`config.mk`:
```
export PLATFORM = sky130hd
export DESIGN_NAME = serial_console_line_editor_flat
export DESIGN_NICKNAME = d
export VERILOG_FILES = /design/src/hdl/scle_pkg.sv /design/src/hdl/scle_if.sv /design/src/hdl/serial_console_line_editor.sv /design/src/flat_wrapper.sv
export VERILOG_INCLUDE_DIRS = /design/src /design/src/hdl
export SDC_FILE = /design/constraint.sdc
export NUM_CORES = 2
export LEC_CHECK = 0
export BUFFER_PORTS_ARGS = -buffer_cell sky130_fd_sc_hd__buf_4
export CAP_MARGIN = 20
export CORE_MARGIN = 3
export CORE_UTILIZATION = 25
export CTS_CLUSTER_SIZE = 28
export DETAILED_ROUTE_END_ITERATION = 8
export PLACE_DENSITY = 0.49
export SKIP_LAST_GASP = 1
export SYNTH_ARGS = -nofsm -noshare
export SYNTH_HDL_FRONTEND = slang
export SYNTH_SLANG_ARGS = --single-unit
```
`constraint.sdc`:
```
create_clock -name clk -period 16.05 [get_ports clk]
set_input_delay 1.605 -clock clk [delete_from_list [all_inputs] [get_ports clk]]
set_output_delay 1.605 -clock clk [all_outputs]
set_load 0.05 [all_outputs]
```
`src/hdl/serial_console_line_editor_macros.svh`:
```
// ---------------------------------------------------------------------------
// serial console line editor assertion macros
// immediate-cause and next-cycle property checks on clk / rst_n
// ---------------------------------------------------------------------------
`ifndef SERIAL_CONSOLE_LINE_EDITOR_MACROS_SVH
`define SERIAL_CONSOLE_LINE_EDITOR_MACROS_SVH

// consequent holds in the same cycle
`define SCLE_ASSERT_SAME(label, ante, cons, msg) \
  label: assert property (@(posedge clk) disable iff (!rst_n) (ante) |-> (cons)) \
    else $error(msg);

// consequent holds in the next cycle
`define SCLE_ASSERT_NEXT(label, ante, cons, msg) \
  label: assert property (@(posedge clk) disable iff (!rst_n) (ante) |=> (cons)) \
    else $error(msg);

`endif

```
`src/hdl/scle_pkg.sv`:
```
// ---------------------------------------------------------------------------
// scle_pkg
// shared types and constants of the serial console line editor
// ---------------------------------------------------------------------------
package scle_pkg;

  localparam int OPCODE_W   = 1;
  localparam int BYTE_W     = 8;
  localparam int INDEX_W    = 9;
  localparam int COUNT_W    = 9;
  localparam int MLL_W      = 10;
  localparam int PADDR_W    = 3;
  localparam int PDATA_W    = 32;

  localparam logic [OPCODE_W-1:0] OP_RX   = 1'b0;
  localparam logic [OPCODE_W-1:0] OP_READ = 1'b1;

  localparam logic KIND_ECHO = 1'b0;
  localparam logic KIND_READ = 1'b1;

  localparam logic [BYTE_W-1:0] BYTE_NUL   = 8'h00;
  localparam logic [BYTE_W-1:0] BYTE_BS    = 8'h08;
  localparam logic [BYTE_W-1:0] BYTE_LF    = 8'h0a;
  localparam logic [BYTE_W-1:0] BYTE_CR    = 8'h0d;
  localparam logic [BYTE_W-1:0] BYTE_SPACE = 8'h20;
  localparam logic [BYTE_W-1:0] BYTE_DEL   = 8'h7f;

  localparam logic [MLL_W-1:0] MLL_RESET = 10'd384;

  // register index taken from paddr[2]
  localparam logic REG_MAX_LINE_LENGTH = 1'b0;

  typedef enum logic [1:0] {
    PK_ECHO,
    PK_BS,
    PK_EOL,
    PK_READ
  } pend_kind_t;

endpackage

```
`src/hdl/scle_if.sv`:
```
// ---------------------------------------------------------------------------
// scle channel interfaces
// valid / ready channels for input items and result items
// ---------------------------------------------------------------------------
interface scle_in_if;
  logic                                valid;
  logic                                ready;
  logic [scle_pkg::OPCODE_W-1:0]       opcode;
  logic [scle_pkg::BYTE_W-1:0]         rx_byte;
  logic [scle_pkg::INDEX_W-1:0]        read_index;

  modport source (output valid, output opcode, output rx_byte, output read_index,
                  input ready);
  modport sink   (input valid, input opcode, input rx_byte, input read_index,
                  output ready);
endinterface

interface scle_out_if;
  logic                                valid;
  logic                                ready;
  logic                                item_kind;
  logic [scle_pkg::BYTE_W-1:0]         data_byte;
  logic                                line_done;
  logic [scle_pkg::COUNT_W-1:0]        line_length;
  logic                                last;

  modport source (output valid, output item_kind, output data_byte, output line_done,
                  output line_length, output last, input ready);
  modport sink   (input valid, input item_kind, input data_byte, input line_done,
                  input line_length, input last, output ready);
endinterface

```
`src/hdl/serial_console_line_editor.sv`:
```
// ---------------------------------------------------------------------------
// serial_console_line_editor
// edits a console line from received bytes and produces the echo stream
//
// in_ch carries one item per transfer: a received byte (opcode rx) or a
// read of one line store entry (opcode read). out_ch carries results, one
// per transfer, the last one of an item flagged by last. a printable byte
// gives one echo, backspace/delete on a non-empty line gives three, cr/lf
// gives cr lf with line_done and the length, a read gives one stored byte.
// other control bytes and backspace on an empty line give nothing.
// the first result passes through the pending item and then the output
// register. the result stream moves one result per cycle while out_ch is not
// stalled, and an item with no results loads no pending item; a new item is
// taken in the cycle its predecessor's last result enters the output register.
// a stall on out_ch holds the output register and the pending item, and
// in_ch.ready drops until the pending item's last result moves.
// reset clears the count, pending and output valid and sets
// max_line_length to 384; line store contents are undefined until written.
// max_line_length sits at cfg byte address 0.
// ---------------------------------------------------------------------------
`include "serial_console_line_editor_macros.svh"

module serial_console_line_editor #(
  parameter int LINE_DEPTH = 512
) (
  input  logic                           clk,
  input  logic                           rst_n,
  scle_in_if.sink                        in_ch,
  scle_out_if.source                     out_ch,
  input  logic                           cfg_psel,
  input  logic                           cfg_penable,
  input  logic                           cfg_pwrite,
  input  logic [scle_pkg::PADDR_W-1:0]   cfg_paddr,
  input  logic [scle_pkg::PDATA_W-1:0]   cfg_pwdata,
  output logic [scle_pkg::PDATA_W-1:0]   cfg_prdata,
  output logic                           cfg_pready
);

  localparam int AW    = (LINE_DEPTH > 1) ? $clog2(LINE_DEPTH) : 1;
  localparam int LW    = $clog2(LINE_DEPTH + 1);
  localparam int CMPW  = (LW > scle_pkg::MLL_W) ? LW : scle_pkg::MLL_W;
  localparam logic [CMPW-1:0] DEPTH_C = CMPW'(LINE_DEPTH);

  // configuration
  logic [scle_pkg::MLL_W-1:0] max_line_length_r;
  logic                       cfg_wr;

  assign cfg_pready = 1'b1;
  assign cfg_wr     = cfg_psel && cfg_penable && cfg_pwrite &&
                      (cfg_paddr[2] == scle_pkg::REG_MAX_LINE_LENGTH);
  assign cfg_prdata = (cfg_paddr[2] == scle_pkg::REG_MAX_LINE_LENGTH) ?
                      scle_pkg::PDATA_W'(max_line_length_r) : '0;

  always_ff @(posedge clk) begin
    if (!rst_n) begin
      max_line_length_r <= scle_pkg::MLL_RESET;
    end else if (cfg_wr) begin
      max_line_length_r <= cfg_pwdata[scle_pkg::MLL_W-1:0];
    end
  end

  // state
  logic [scle_pkg::COUNT_W-1:0] char_count_r, char_count_nxt;
  logic [scle_pkg::BYTE_W-1:0]  mem [LINE_DEPTH];
  logic [scle_pkg::BYTE_W-1:0]  mem_rd_r;

  // pending item
  logic                         p_valid_r, p_valid_nxt;
  scle_pkg::pend_kind_t         p_kind_r, p_kind_nxt;
  logic [scle_pkg::BYTE_W-1:0]  p_byte_r, p_byte_nxt;
  logic [scle_pkg::COUNT_W-1:0] p_len_r, p_len_nxt;
  logic                         p_rdok_r, p_rdok_nxt;
  logic [1:0]                   p_seq_r, p_seq_nxt;

  // output register
  logic                         out_valid_r;
  logic                         out_item_kind_r;
  logic [scle_pkg::BYTE_W-1:0]  out_data_byte_r;
  logic                         out_line_done_r;
  logic [scle_pkg::COUNT_W-1:0] out_line_length_r;
  logic                         out_last_r;

  // input decode
  logic                         in_acc;
  logic [scle_pkg::BYTE_W-1:0]  c;
  logic                         is_bs, is_eol, is_ctl;
  logic                         cnt_in_store;
  logic                         idx_in_store;
  logic [CMPW-1:0]              cnt_inc, limit;
  logic                         wr_en;
  logic [scle_pkg::BYTE_W-1:0]  wr_data;
  logic                         rd_en;
  logic                         p_load;

  // result selection
  logic                         out_free;
  logic                         res_kind;
  logic [scle_pkg::BYTE_W-1:0]  res_byte;
  logic                         res_done;
  logic [scle_pkg::COUNT_W-1:0] res_len;
  logic                         res_last;
  logic                         p_move;

  assign c            = in_ch.rx_byte;
  assign in_acc       = in_ch.valid && in_ch.ready;
  assign is_bs        = (c == scle_pkg::BYTE_BS) || (c == scle_pkg::BYTE_DEL);
  assign is_eol       = (c == scle_pkg::BYTE_CR) || (c == scle_pkg::BYTE_LF);
  assign is_ctl       = (c < scle_pkg::BYTE_SPACE);
  assign cnt_in_store = CMPW'(char_count_r) < DEPTH_C;
  assign idx_in_store = CMPW'(in_ch.read_index) < DEPTH_C;
  assign cnt_inc      = CMPW'(char_count_r) + CMPW'(1);
  assign limit        = (CMPW'(max_line_length_r) > DEPTH_C) ? DEPTH_C :
                        CMPW'(max_line_length_r);

  assign out_free = !out_valid_r || out_ch.ready;
  assign p_move   = p_valid_r && out_free;
  assign in_ch.ready = !p_valid_r || (out_free && res_last);

  always_comb begin
    char_count_nxt = char_count_r;
    wr_en          = 1'b0;
    wr_data        = scle_pkg::BYTE_NUL;
    rd_en          = 1'b0;
    p_load         = 1'b0;
    p_kind_nxt     = p_kind_r;
    p_byte_nxt     = c;
    p_len_nxt      = char_count_r;
    p_rdok_nxt     = idx_in_store;
    if (in_acc) begin
      if (in_ch.opcode == scle_pkg::OP_READ) begin
        rd_en      = 1'b1;
        p_load     = 1'b1;
        p_kind_nxt = scle_pkg::PK_READ;
      end else if (is_bs) begin
        if (char_count_r != '0) begin
          char_count_nxt = char_count_r - scle_pkg::COUNT_W'(1);
          p_load         = 1'b1;
          p_kind_nxt     = scle_pkg::PK_BS;
        end
      end else if (is_eol) begin
        wr_en          = cnt_in_store;
        wr_data        = scle_pkg::BYTE_NUL;
        char_count_nxt = '0;
        p_load         = 1'b1;
        p_kind_nxt     = scle_pkg::PK_EOL;
      end else if (!is_ctl) begin
        wr_en          = cnt_in_store;
        wr_data        = c;
        char_count_nxt = (cnt_inc >= limit) ? '0 : cnt_inc[scle_pkg::COUNT_W-1:0];
        p_load         = 1'b1;
        p_kind_nxt     = scle_pkg::PK_ECHO;
      end
    end
  end

  always_comb begin
    res_kind = scle_pkg::KIND_ECHO;
    res_byte = p_byte_r;
    res_done = 1'b0;
    res_len  = '0;
    res_last = 1'b0;
    case (p_kind_r)
      scle_pkg::PK_ECHO: begin
        res_last = 1'b1;
      end
      scle_pkg::PK_BS: begin
        if (p_seq_r == 2'd1) begin
          res_byte = scle_pkg::BYTE_SPACE;
        end
        res_last = (p_seq_r == 2'd2);
      end
      scle_pkg::PK_EOL: begin
        if (p_seq_r == 2'd0) begin
          res_byte = scle_pkg::BYTE_CR;
        end else begin
          res_byte = scle_pkg::BYTE_LF;
          res_done = 1'b1;
          res_len  = p_len_r;
          res_last = 1'b1;
        end
      end
      scle_pkg::PK_READ: begin
        res_kind = scle_pkg::KIND_READ;
        res_byte = p_rdok_r ? mem_rd_r : scle_pkg::BYTE_NUL;
        res_last = 1'b1;
      end
      default: begin
        res_last = 1'b1;
      end
    endcase
  end

  always_comb begin
    p_valid_nxt = p_valid_r;
    p_seq_nxt   = p_seq_r;
    if (p_move) begin
      if (res_last) begin
        p_valid_nxt = 1'b0;
      end else begin
        p_seq_nxt = p_seq_r + 2'd1;
      end
    end
    if (p_load) begin
      p_valid_nxt = 1'b1;
      p_seq_nxt   = 2'd0;
    end
  end

  always_ff @(posedge clk) begin
    if (!rst_n) begin
      char_count_r <= '0;
      p_valid_r    <= 1'b0;
      p_seq_r      <= 2'd0;
      out_valid_r  <= 1'b0;
    end else begin
      char_count_r <= char_count_nxt;
      p_valid_r    <= p_valid_nxt;
      p_seq_r      <= p_seq_nxt;
      if (out_free) begin
        out_valid_r <= p_valid_r;
      end
    end
  end

  always_ff @(posedge clk) begin
    if (p_load) begin
      p_kind_r <= p_kind_nxt;
      p_byte_r <= p_byte_nxt;
      p_len_r  <= p_len_nxt;
      p_rdok_r <= p_rdok_nxt;
    end
    if (out_free) begin
      out_item_kind_r   <= res_kind;
      out_data_byte_r   <= res_byte;
      out_line_done_r   <= res_done;
      out_line_length_r <= res_len;
      out_last_r        <= res_last;
    end
  end

  // line store
  always_ff @(posedge clk) begin
    if (wr_en) begin
      mem[AW'(char_count_r)] <= wr_data;
    end
    if (rd_en) begin
      mem_rd_r <= mem[AW'(in_ch.read_index)];
    end
  end

  assign out_ch.valid       = out_valid_r;
  assign out_ch.item_kind   = out_item_kind_r;
  assign out_ch.data_byte   = out_data_byte_r;
  assign out_ch.line_done   = out_line_done_r;
  assign out_ch.line_length = out_line_length_r;
  assign out_ch.last        = out_last_r;

  `SCLE_ASSERT_SAME(a_done_on_lf, out_valid_r && out_line_done_r, out_last_r && out_data_byte_r == scle_pkg::BYTE_LF && out_item_kind_r == scle_pkg::KIND_ECHO, "line_done not on final lf echo")
  `SCLE_ASSERT_NEXT(a_eol_clears, in_acc && in_ch.opcode == scle_pkg::OP_RX && is_eol, char_count_r == '0 && p_valid_r && p_kind_r == scle_pkg::PK_EOL, "line end did not clear count")
  `SCLE_ASSERT_SAME(a_single_seq, p_valid_r && (p_kind_r == scle_pkg::PK_ECHO || p_kind_r == scle_pkg::PK_READ), p_seq_r == 2'd0, "single result item past first result")
  `SCLE_ASSERT_NEXT(a_read_pending, in_acc && in_ch.opcode == scle_pkg::OP_READ, p_valid_r && p_kind_r == scle_pkg::PK_READ && p_seq_r == 2'd0, "read transfer not pending")

endmodule
```
`src/flat_wrapper.sv`:
```
// flat-port wrapper written by rule: the top's interface ports become plain ports
module serial_console_line_editor_flat 
#(
  parameter int LINE_DEPTH = 512
)
  (clk, rst_n, cfg_psel, cfg_penable, cfg_pwrite, cfg_paddr, cfg_pwdata, cfg_prdata, cfg_pready, in_ch_valid, in_ch_opcode, in_ch_rx_byte, in_ch_read_index, in_ch_ready, out_ch_valid, out_ch_item_kind, out_ch_data_byte, out_ch_line_done, out_ch_line_length, out_ch_last, out_ch_ready);
  scle_in_if in_ch_i ();
  scle_out_if out_ch_i ();
  input  logic clk;
  input  logic rst_n;
  input  logic cfg_psel;
  input  logic cfg_penable;
  input  logic cfg_pwrite;
  input  logic [scle_pkg::PADDR_W-1:0] cfg_paddr;
  input  logic [scle_pkg::PDATA_W-1:0] cfg_pwdata;
  output logic [scle_pkg::PDATA_W-1:0] cfg_prdata;
  output logic cfg_pready;
  input wire logic [$bits(in_ch_i.valid)-1:0] in_ch_valid;
  input wire logic [$bits(in_ch_i.opcode)-1:0] in_ch_opcode;
  input wire logic [$bits(in_ch_i.rx_byte)-1:0] in_ch_rx_byte;
  input wire logic [$bits(in_ch_i.read_index)-1:0] in_ch_read_index;
  output wire logic [$bits(in_ch_i.ready)-1:0] in_ch_ready;
  output wire logic [$bits(out_ch_i.valid)-1:0] out_ch_valid;
  output wire logic [$bits(out_ch_i.item_kind)-1:0] out_ch_item_kind;
  output wire logic [$bits(out_ch_i.data_byte)-1:0] out_ch_data_byte;
  output wire logic [$bits(out_ch_i.line_done)-1:0] out_ch_line_done;
  output wire logic [$bits(out_ch_i.line_length)-1:0] out_ch_line_length;
  output wire logic [$bits(out_ch_i.last)-1:0] out_ch_last;
  input wire logic [$bits(out_ch_i.ready)-1:0] out_ch_ready;
  assign in_ch_i.valid = in_ch_valid;
  assign in_ch_i.opcode = in_ch_opcode;
  assign in_ch_i.rx_byte = in_ch_rx_byte;
  assign in_ch_i.read_index = in_ch_read_index;
  assign in_ch_ready = in_ch_i.ready;
  assign out_ch_valid = out_ch_i.valid;
  assign out_ch_item_kind = out_ch_i.item_kind;
  assign out_ch_data_byte = out_ch_i.data_byte;
  assign out_ch_line_done = out_ch_i.line_done;
  assign out_ch_line_length = out_ch_i.line_length;
  assign out_ch_last = out_ch_i.last;
  assign out_ch_i.ready = out_ch_ready;
  serial_console_line_editor #(.LINE_DEPTH(LINE_DEPTH)) u_core (.clk(clk), .rst_n(rst_n), .in_ch(in_ch_i), .out_ch(out_ch_i), .cfg_psel(cfg_psel), .cfg_penable(cfg_penable), .cfg_pwrite(cfg_pwrite), .cfg_paddr(cfg_paddr), .cfg_pwdata(cfg_pwdata), .cfg_prdata(cfg_prdata), .cfg_pready(cfg_pready));
endmodule
```
==> qor.txt <==
Status -> finished, final reports clean
# port buffers -> 67
Clock Pin Slew Worst Setup and Hold Paths -> 0.07 ns
Max-cap violations -> 0
Minimum clock period -> 6.981 ns
Synth-to-layout area growth -> 14.55%
Main area contributors after synthesis -> edfxtp_1 (77%), mux4_2 (14%), nor2_1 (1.3%)
Net Switching -> 4.834 mW
Slew @ Worst Pin -> 1.307 ns
First-pass GRT wire length -> 600.2 mm
Post-CTS Resized -> 0
Number of synthesized flops with an enable pin -> 4143
Cells after synthesis -> 7493
Final setup violating endpoints -> 0
CTS Buf Count -> 416
CP Class -> reg -> reg
Worst reg2reg setup slack -> 9.07 ns
Die area -> 657400 um^2
GRT met3 Usage -> 0.01847
Synth top area share -> 0.7683
Initial core utilization -> 0.2517
Mean cell area of the mapped netlist -> 21.61 um^2
Number of synthesized register bits -> 4166
Crit. Startpoint -> u_core.p_kind_r[0]
CTS Hold Bufs -> 0
Vias per inst -> 4.606
Final hold slack -> 0.4827 ns
Combinational power share -> 0.048
Mapped Area -> 161900 um^2
HPWL after DPL -> 250.4 mm
Post-synthesis cell type count -> 65
Post-DRT Antenna Nets -> 0
Prevailing post-synth register cell -> edfxtp_1
# DRC -> 0
Reg2Reg Depth -> 11
Clock power frac -> 0.421
DR iter-0 viols -> 7406
WP depth -> 11
CTS root buffer -> clkbuf_16
Tcrit/Tclk final -> 0.4349
Setup crit end -> u_core.mem[140][4]
Worst path most repeated cell -> buf_4
CP Cell Sequence -> inv_1 > ha_1 > nor2b_1 > o22ai_1 > o21ai_0 > nand3b_1 > nor3_1 > and2_4 > buf_12 > buf_4 > buf_4
Async SR Flop Fraction -> 0
DIE HEIGHT -> 810.8 um
Register share of total power -> 0.531
Total Routed Length -> 421.8 mm
Number of global-route vias before repair -> 79420
Sequential share of the synthesized area -> 0.7712
WP buf/inv -> 4
Crit-path max FO -> 199
Yosys top cell by area -> edfxtp_1
Setup TNS -> 0 ns
Die W -> 810.8 um
CTS tree -> built
Max VDD drop -> 0.08477 mV
Slew HR -> 0.1285
Site Rows -> 294
Layout Cells excl Fill -> 16600
Worst EP arrival -> 7.60 ns
Int Power -> 17.69 mW
Peak Freq -> 143.2 MHz
Total Nets Final -> 7741
Pin count of the biggest net entering global routing -> 205
Worst stage delay on the critical path -> 0.93 ns
WL/cell -> 25.42 um
# H-tree levels -> 5
Vias -> 76440
GRT Overall Usage -> 0.1245
Gpl congestion -> 0.7771
CTS Sinks -> 4166
Worst-Skew Late Latency -> 1.00 ns
CORE AREA -> 643400 um^2
M2 GR Usage -> 0.2096
Crit Reg-Reg Startpoint -> u_core.p_kind_r[0]
Post-route design area -> 185500 um^2
WP data required -> 16.67 ns
Met1 Resource Use GR -> 0.1698
Sw Share -> 0.2146
Fraction of layout cells with a size suffix above 1 -> 0.2452
Final max-slew violation count -> 0
DRT Pass-1 Iters -> 6
Total grt overflow -> 0
Ports -> 115
Area after DPL -> 172300 um^2
Pwr dens -> 121.4 nW/um^2
Final Skew -> 0.04871 ns
Hold Violations, Final -> 0
Kind of cell adding the most delay to the critical path -> buffers and inverters
RSZ-0062 raised after global routing -> false
Yosys Warn Count -> 0
Worst Hold Class -> reg -> reg
Post-CTS setup buffer count -> 0
Initial antenna violation count -> 19
CP endpoint kind -> flop
Most Crowded Layer GR -> met2
Lkg Pwr -> 56.55 nW
Slowest cell on crit path -> buf_4
CP Launch Type -> flop
Clock Tree Buf Depth -> 4
R2r endpoint -> u_core.mem[140][4]
Placed insts -> 15820
==> sequential cells by signal (all words and copies together), names as in the netlist, 2 cells and up <==
register	flops
u_core.char_count_r	9
u_core.max_line_length_r	10
u_core.mem	4096
u_core.mem_rd_r	8
u_core.out_ch.data_byte	8
u_core.out_ch.line_length	9
u_core.p_byte_r	8
u_core.p_kind_r	2
u_core.p_len_r	9
u_core.p_seq_r	2
==> synth_stat cells (24+ instances only) <==
master	instances
and2_1	26
clkbuf_1	215
edfxtp_1	4143
buf_4	99
nor2b_1	25
buf_2	137
o221ai_1	91
o22ai_1	24
nand3_1	52
mux4_2	1024
mux2i_1	200
o21ai_0	156
o22a_1	74
a221oi_1	91
mux2_2	94
nand2_1	155
a22oi_1	24
nor2_1	557
a21oi_1	44
==> worst register-to-register path: stages, from the launching register on <==
cell and delay [ns]:
edfxtp_1 0.44, inv_1 0.12, ha_1 0.20, nor2b_1 0.63, o22ai_1 0.28, o21ai_0 0.61
nand3b_1 0.28, nor3_1 0.52, and2_4 0.63, buf_12 0.64, buf_4 1.18, buf_4 1.01
==> cell usage in the layout (no fill, tap or decap), drive strengths merged, types with 23 or more instances in the layout <==
cell,Yosys,layout
inv,15,27
a21oi,44,44
conb,2,23
mux2,94,94
nand3,52,52
nor2b,25,25
buf,283,225
mux4,1024,1024
a22oi,24,24
o22a,74,74
mux2i,200,200
o21ai,158,158
a221oi,93,93
nor2,557,557
bufinv,0,33
o22ai,24,24
edfxtp,4143,4143
clkbuf,216,522
and2,26,26
o221ai,91,91
dfxtp,23,23
nand2,155,155
clkinv,1,183
==> worst min path at each step <==
stage / from / endpoint / slack [ns] / depth (start not counted)
2_1_floorplan: u_core.char_count_r[2] / u_core.p_len_r[2] / 0.41 / 0
3_3_place_gp: u_core.max_line_length_r[9] / u_core.max_line_length_r[9] / 0.50 / 2
3_5_place_dp: u_core.max_line_length_r[9] / u_core.max_line_length_r[9] / 0.48 / 2
4_1_cts: u_core.max_line_length_r[9] / u_core.max_line_length_r[9] / 0.49 / 2
5_1_grt: u_core.max_line_length_r[9] / u_core.max_line_length_r[9] / 0.51 / 2
6_report: u_core.max_line_length_r[9] / u_core.max_line_length_r[9] / 0.48 / 2
==> final cells by class <==
cell class                 count  area [um^2]
antenna                        9        22.52
clock buffer                 521        11000
clock inverter               240         2125
fill                       62490       457900
inverter                      16        60.06
multi-input combinational   2833        34720
sequential                  4166       124900
tap                         8584        10740
timing repair buffer         226         1952
==> power groups by stage <==
stage               combinational [mW]  sequential [mW]  clock, mW
global placement                  1.08             12.2          0
detailed placement                1.09             12.2          0
global route                      1.14             12.0       10.2
floorplan                        0.650             12.3          0
CTS                               1.10             12.0       9.71
finish                            1.08             12.0       9.49
==> metrics by stage <==
step           worst slack, ns  power [mW]    util
2_1_floorplan            4.516       12.92       -
3_3_place_gp             8.076       13.27  0.2677
3_5_place_dp             8.056       13.29  0.2678
4_1_cts                  8.993       22.77  0.2882
5_1_grt                  8.456       23.25  0.2883
6_report                 9.069       22.52  0.2883
==> logic make-up (layout without fill, tap and decap cells) <==
logic type / count (synthesis) / after routing / share of synthesized area
buffers and inverters: 515 / 1003 / 0.01655
multiplexers: 1318 / 1318 / 0.1613
XOR/XNOR: 10 / 10 / 0.0005409
flip-flops: 4166 / 4166 / 0.7712
other: 2 / 32 / 0.00004638
AND/OR/NAND/NOR: 895 / 895 / 0.02327
adder cells (fa/ha/maj): 22 / 22 / 0.001700
AO/OA/AOI/OAI: 565 / 565 / 0.02541
==> metal layers <==
layer | part of all wire | up-vias
li1 | - | 31790
met1 | 0.43 | 41680
met2 | 0.49 | 2431
met3 | 0.058 | 527
met4 | 0.023 | 2
met5 | 0.000019 | -
No activity file was read; power rests on OpenSTA's default activity.
